==> src/rtl/keyed_entropy_word_derivation_defines.svh <==
// Assertion macros used by the RTL.
`ifndef KEYED_ENTROPY_WORD_DERIVATION_DEFINES_SVH
`define KEYED_ENTROPY_WORD_DERIVATION_DEFINES_SVH

// Same-cycle implication, checked on clk, off during reset.
`define KEWD_ASSERT_IMP(label, ante, cons) \
	label: assert property (@(posedge clk) disable iff (!arst_n) (ante) |-> (cons)) \
		else $error("kewd assertion failed");

// Next-cycle implication, checked on clk, off during reset.
`define KEWD_ASSERT_NXT(label, ante, cons) \
	label: assert property (@(posedge clk) disable iff (!arst_n) (ante) |=> (cons)) \
		else $error("kewd assertion failed");

`endif

==> src/rtl/kewd_pkg.sv <==
`default_nettype none

package kewd_pkg;

	localparam logic [63:0] SIP_C0 = 64'h736f6d6570736575;
	localparam logic [63:0] SIP_C1 = 64'h646f72616e646f6d;
	localparam logic [63:0] SIP_C2 = 64'h6c7967656e657261;
	localparam logic [63:0] SIP_C3 = 64'h7465646279746573;
	localparam logic [63:0] LEN_WORD = 64'd8 << 56;
	localparam logic [63:0] FIN_WORD = 64'hff;

	localparam logic [5:0] CREDIT_LOCKED = 6'd40;
	localparam logic [5:0] CREDIT_UNLOCKED = 6'd16;

	localparam int NUM_CELLS = 16;
	localparam int CELL_IDX_W = $clog2(NUM_CELLS);

	// two half-rounds per SipRound: message absorb, length absorb, finalization
	localparam logic [CELL_IDX_W-1:0] MSG_FIRST_CELL = CELL_IDX_W'(0);
	localparam logic [CELL_IDX_W-1:0] MSG_LAST_CELL = CELL_IDX_W'(3);
	localparam logic [CELL_IDX_W-1:0] LEN_FIRST_CELL = CELL_IDX_W'(4);
	localparam logic [CELL_IDX_W-1:0] LEN_LAST_CELL = CELL_IDX_W'(7);

	typedef enum logic [1:0] {
		REG_KEYED_MODE = 2'd0,
		REG_KEY_LOW = 2'd1,
		REG_KEY_HIGH = 2'd2
	} reg_idx_t;

	typedef struct packed {
		logic [63:0] v0;
		logic [63:0] v1;
		logic [63:0] v2;
		logic [63:0] v3;
		logic [63:0] msg;
		logic keyed;
		logic locked;
	} sip_item_t;

	typedef struct packed {
		logic half_b;
		logic pre_msg;
		logic post_msg;
		logic pre_len;
		logic post_fin;
	} cell_ctrl_t;

	function automatic logic [63:0] rotl64(input logic [63:0] x, input int unsigned b);
		return (x << b) | (x >> (64 - b));
	endfunction

	function automatic cell_ctrl_t cell_ctrl(input logic [CELL_IDX_W-1:0] idx);
		cell_ctrl_t c;
		c.half_b = idx[0];
		c.pre_msg = (idx == MSG_FIRST_CELL);
		c.post_msg = (idx == MSG_LAST_CELL);
		c.pre_len = (idx == LEN_FIRST_CELL);
		c.post_fin = (idx == LEN_LAST_CELL);
		return c;
	endfunction

endpackage

`default_nettype wire

==> src/rtl/kewd_cell.sv <==
`default_nettype none

module kewd_cell (
	input wire logic clk,
	input wire logic arst_n,
	input wire kewd_pkg::cell_ctrl_t ctrl,
	input wire logic in_valid,
	output logic in_ready,
	input wire kewd_pkg::sip_item_t in_data,
	output logic out_valid,
	input wire logic out_ready,
	output kewd_pkg::sip_item_t out_data
);

	logic valid_q;
	kewd_pkg::sip_item_t data_q;
	kewd_pkg::sip_item_t nxt;

	always_comb begin
		nxt = in_data;
		if (ctrl.pre_msg) begin
			nxt.v3 = nxt.v3 ^ nxt.msg;
		end
		if (ctrl.pre_len) begin
			nxt.v3 = nxt.v3 ^ kewd_pkg::LEN_WORD;
		end
		if (!ctrl.half_b) begin
			nxt.v0 = nxt.v0 + nxt.v1;
			nxt.v1 = kewd_pkg::rotl64(nxt.v1, 13) ^ nxt.v0;
			nxt.v0 = kewd_pkg::rotl64(nxt.v0, 32);
			nxt.v2 = nxt.v2 + nxt.v3;
			nxt.v3 = kewd_pkg::rotl64(nxt.v3, 16) ^ nxt.v2;
		end else begin
			nxt.v0 = nxt.v0 + nxt.v3;
			nxt.v3 = kewd_pkg::rotl64(nxt.v3, 21) ^ nxt.v0;
			nxt.v2 = nxt.v2 + nxt.v1;
			nxt.v1 = kewd_pkg::rotl64(nxt.v1, 17) ^ nxt.v2;
			nxt.v2 = kewd_pkg::rotl64(nxt.v2, 32);
		end
		if (ctrl.post_msg) begin
			nxt.v0 = nxt.v0 ^ nxt.msg;
		end
		if (ctrl.post_fin) begin
			nxt.v0 = nxt.v0 ^ kewd_pkg::LEN_WORD;
			nxt.v2 = nxt.v2 ^ kewd_pkg::FIN_WORD;
		end
	end

	assign in_ready = !valid_q || out_ready;

	always_ff @(posedge clk or negedge arst_n) begin
		if (!arst_n) begin
			valid_q <= 1'b0;
		end else if (in_ready) begin
			valid_q <= in_valid;
		end
	end

	always_ff @(posedge clk) begin
		if (in_ready && in_valid) begin
			data_q <= nxt;
		end
	end

	assign out_valid = valid_q;
	assign out_data = data_q;

endmodule

`default_nettype wire

==> config.mk <==
export PLATFORM = sky130hd
export DESIGN_NAME = kewd_cell
export DESIGN_NICKNAME = d
export VERILOG_FILES = /design/src/rtl/keyed_entropy_word_derivation_defines.svh /design/src/rtl/kewd_pkg.sv /design/src/rtl/kewd_cell.sv
export SDC_FILE = /design/constraint.sdc
export NUM_CORES = 1
export LEC_CHECK = 0
export ABC_CLOCK_PERIOD_IN_PS = 11500
export BUFFER_PORTS_ARGS = -buffer_cell sky130_fd_sc_hd__clkbuf_2
export CORE_UTILIZATION = 40
export CTS_CLUSTER_SIZE = 12
export DETAILED_ROUTE_END_ITERATION = 7
export HOLD_SLACK_MARGIN = 0.06
export MAX_ROUTING_LAYER = met4
export PLACE_DENSITY = 0.71
export SYNTH_ARGS = -nofsm -noshare
export SYNTH_HDL_FRONTEND = slang
export SYNTH_SLANG_ARGS = --single-unit
==> constraint.sdc <==
create_clock -name clk -period 11.5 [get_ports clk]
set_clock_uncertainty 0.1 [all_clocks]
set_input_delay 2.3 -clock clk [delete_from_list [all_inputs] [get_ports clk]]
set_output_delay 2.3 -clock clk [all_outputs]
set_load 0.02 [all_outputs]
==> flow_summary.ini <==
[outcome]
status = complete, no violations

[power_and_ir_drop]
p_per_area_nw_per_um2 = 164.7
seq_power_share = 0.260
internal_power_w = 0.003210
pwr-share-comb = 0.540
pwr-share-clk = 0.200
vdd_drop_max_uv = 121.8
p_leak_nw = 16.45
netSwitchingFraction = 0.4831
power.switching_w = 0.003000

[global_route]
grt_max_degree = 152
overflow = 0
grt_pass1_wl_um = 260700
antenna_found_initial = 25
grtUsageTotal = 0.4844
grt_pass1_vias = 30990

[sta]
finalSetupViolCount = 0
clock.fmax_ghz = 0.1192
hold_viol_final = 0
hold_ws_ps = 491.0
maxSlewViolCount = 0
fin_crit_sh = 0.7297
tightest_slew_ps = 1359
final.setup.tns_ps = 0
rsz0062_at_grt = no
min_period_ps = 8391
maxSlewHeadroom = 0.08779

[finish]
area_growth_pct = 17.56
layout-drive-gt1-share = 0.1908
fin_nets = 4874
final_common_cell = clkbuf_2
layout_common_cells = 653 x clkbuf_2, 472 x nand2_1, 379 x a21oi_1, 344 x xnor2_1, 322 x edfxtp_1
seq_area_um2 = 9694
num-fill-cells = 7811
multi_input_area_um2 = 21270

[hold_path]
min_from = out_valid
hold_class = flop to flop
holdPathStages = 2
worstHoldEndpoint = out_valid

[yosys]
synthDistinctLibCells = 89
yosys_register_bits = 323
synth-edff-count = 322
syn_nets = 4303
synth_sequential_area_ratio = 0.3022
synthArstFlopShare = 0.003096
ys_warn_count = 0
synth_area_um2 = 32080
dominantRegCellSynth = edfxtp_1
syn_inst = 3715
postSynthAreaPerCell_um2 = 8.634

[worst_setup_path]
r2r_start = out_valid
endpoint_kind = flop
r2r-end = out_data[152]
worstSetupPathType = input pin to flop
critical_path.max_fanout = 41
arrival_ps = 8740
start_kind = input pin
cp.required_ps = 11850
ff2ff_path_depth = 4
ff2ff_setup_slack_ps = 7920

[routing]
vias = 34020
route.detailed.drc = 0
drtAntennaViolNets = 0
first_pass_iters = 6
vias_per_cell = 6.311
wl_um = 199100
routedWlPerCell_um = 36.94
drt_iter0_drc = 4410

[clocking]
htree_levels = 2
clkSinkCount = 323
cts-resized-gates = 0
clk_latency_ps = 590
path_clk_slew_ps = 70
cts_setup_buffers = 0
clockBufferDepth = 3
cts_inserted_buffers = 39
postCtsHoldBufs = 0
root_buffer = clkbuf_16
tritoncts = done

[floorplan]
io-pin-count = 655
dieHeight_um = 285.2
die_area_um2 = 81330
num_rows = 103
dieWidth_um = 285.2
coreArea_um2 = 79130
start_util = 0.4054

[placed_design]
portBuffers = 654
dp.final_hpwl_um = 169900
place_congestion = 1.133

[run]
max_cap_violations = 0
-- through the flow --
| step | setup slack [ps] | power [W] | cell area [um^2] | cells | util |
|---|---|---|---|---|---|
| 6_report | 3109 | 0.006211 | 37710 | 5391 | 0.4766 |
| 3_3_place_gp | 2912 | 0.004857 | 36430 | 5295 | 0.4604 |
| 5_1_grt | 3135 | 0.006307 | 37690 | 5384 | 0.4763 |
| 3_5_place_dp | 2967 | 0.004830 | 36430 | 5295 | 0.4604 |
| 4_1_cts | 3558 | 0.006066 | 37630 | 5363 | 0.4756 |
| 2_1_floorplan | 785.1 | 0.003416 | 32080 | 3715 | - |
-- synthesized netlist by cell type, types with 8 or more instances --
master	n	area, um^2
o31ai_1	25	187.7
buf_2	19	95.09
xor2_1	262	2295
nor2_1	224	840.8
xnor2_1	350	3065
o21bai_1	66	495.5
or2_2	8	50.05
xnor3_1	8	180.2
edfxtp_1	322	9669
o211ai_1	28	210.2
nor4_1	15	93.84
and2_1	20	125.1
buf_1	19	71.32
o21ai_1	51	255.2
nand2_1	472	1772
a221oi_1	9	78.83
a31oi_1	35	219.0
and3_1	24	150.1
nand3_1	60	300.3
o2111ai_1	11	96.34
inv_1	135	506.7
ha_1	253	3166
mux2i_1	72	720.7
nor2b_1	23	143.9
nand2b_1	24	150.1
o21a_1	20	150.1
clkbuf_1	132	495.5
nor3_1	49	245.2
mux2_2	27	304.0
nand4_1	84	525.5
a21oi_1	379	1897
or3_1	17	106.4
a21o_1	146	1096
o21ai_0	175	875.8
a211oi_1	23	172.7
-- sequential cells by signal (all words and copies together) (netlist names) --
signal,count
out_data,322
out_valid,1
-- area by class of cell --
type | instances | share of cell area
Antenna cell | 28 | 0.001858
Multi-Input combinational cell | 3086 | 0.5639
Tap cell | 1050 | 0.03484
Sequential cell | 323 | 0.2571
Clock buffer | 46 | 0.02658
Timing Repair Buffer | 700 | 0.09685
Clock inverter | 22 | 0.005176
Inverter | 136 | 0.01367
-- worst max-delay path: stages --
cell,delay [ps]
clkbuf_2,440
buf_4,590
nand2_1,130
xor2_1,530
inv_1,220
ha_1,390
a21oi_1,320
o211ai_1,180
a221oi_1,480
o221ai_1,260
o211ai_1,410
nand2_1,240
a21oi_1,510
nor2_1,100
a211oi_1,940
xnor2_1,390
mux2i_1,250
-- kinds of logic (layout without fill, tap and decap cells) --
group,after synthesis,count (layout),share of synthesized area
buf+inv,306,904,0.03655
other cells,0,28,0
compound gates,1055,1055,0.2053
fa+ha+maj,257,257,0.1012
flops,323,323,0.3022
simple gates,1053,1053,0.1486
mux,100,100,0.03265
xor+xnor,621,621,0.1735
-- power by group through the flow --
stage	Sequential, W	Combinational (W)	Clock (W)
5_1_grt	0.00162	0.00341	0.00128
3_3_place_gp	0.00163	0.00322	0
2_1_floorplan	0.00181	0.00161	0
4_1_cts	0.00161	0.00321	0.00124
6_report	0.00162	0.00335	0.00124
3_5_place_dp	0.00163	0.00320	0
-- worst max path at each step --
stage	start	slack [ps]	cells after the start	to
after floorplan	out_ready	790	2	out_data[0]
after global placement	ctrl[3]	2910	17	out_data[114]
after detailed placement	ctrl[3]	2970	17	out_data[114]
after CTS	ctrl[3]	3560	17	out_data[114]
after global routing	ctrl[3]	3140	17	out_data[114]
final	ctrl[3]	3110	17	out_data[114]
-- routing by layer --
metal	part of all wire	global-route usage	vias up	routed length, um
li1	-	-	14610	-
met1	0.38	0.5772	16390	75610
met2	0.43	0.7033	2429	84670
met3	0.11	0.1252	600	20980
met4	0.090	0.3549	0	17880
met5	0	-	-	0
Note: power is estimated with default switching activity, not from simulation.
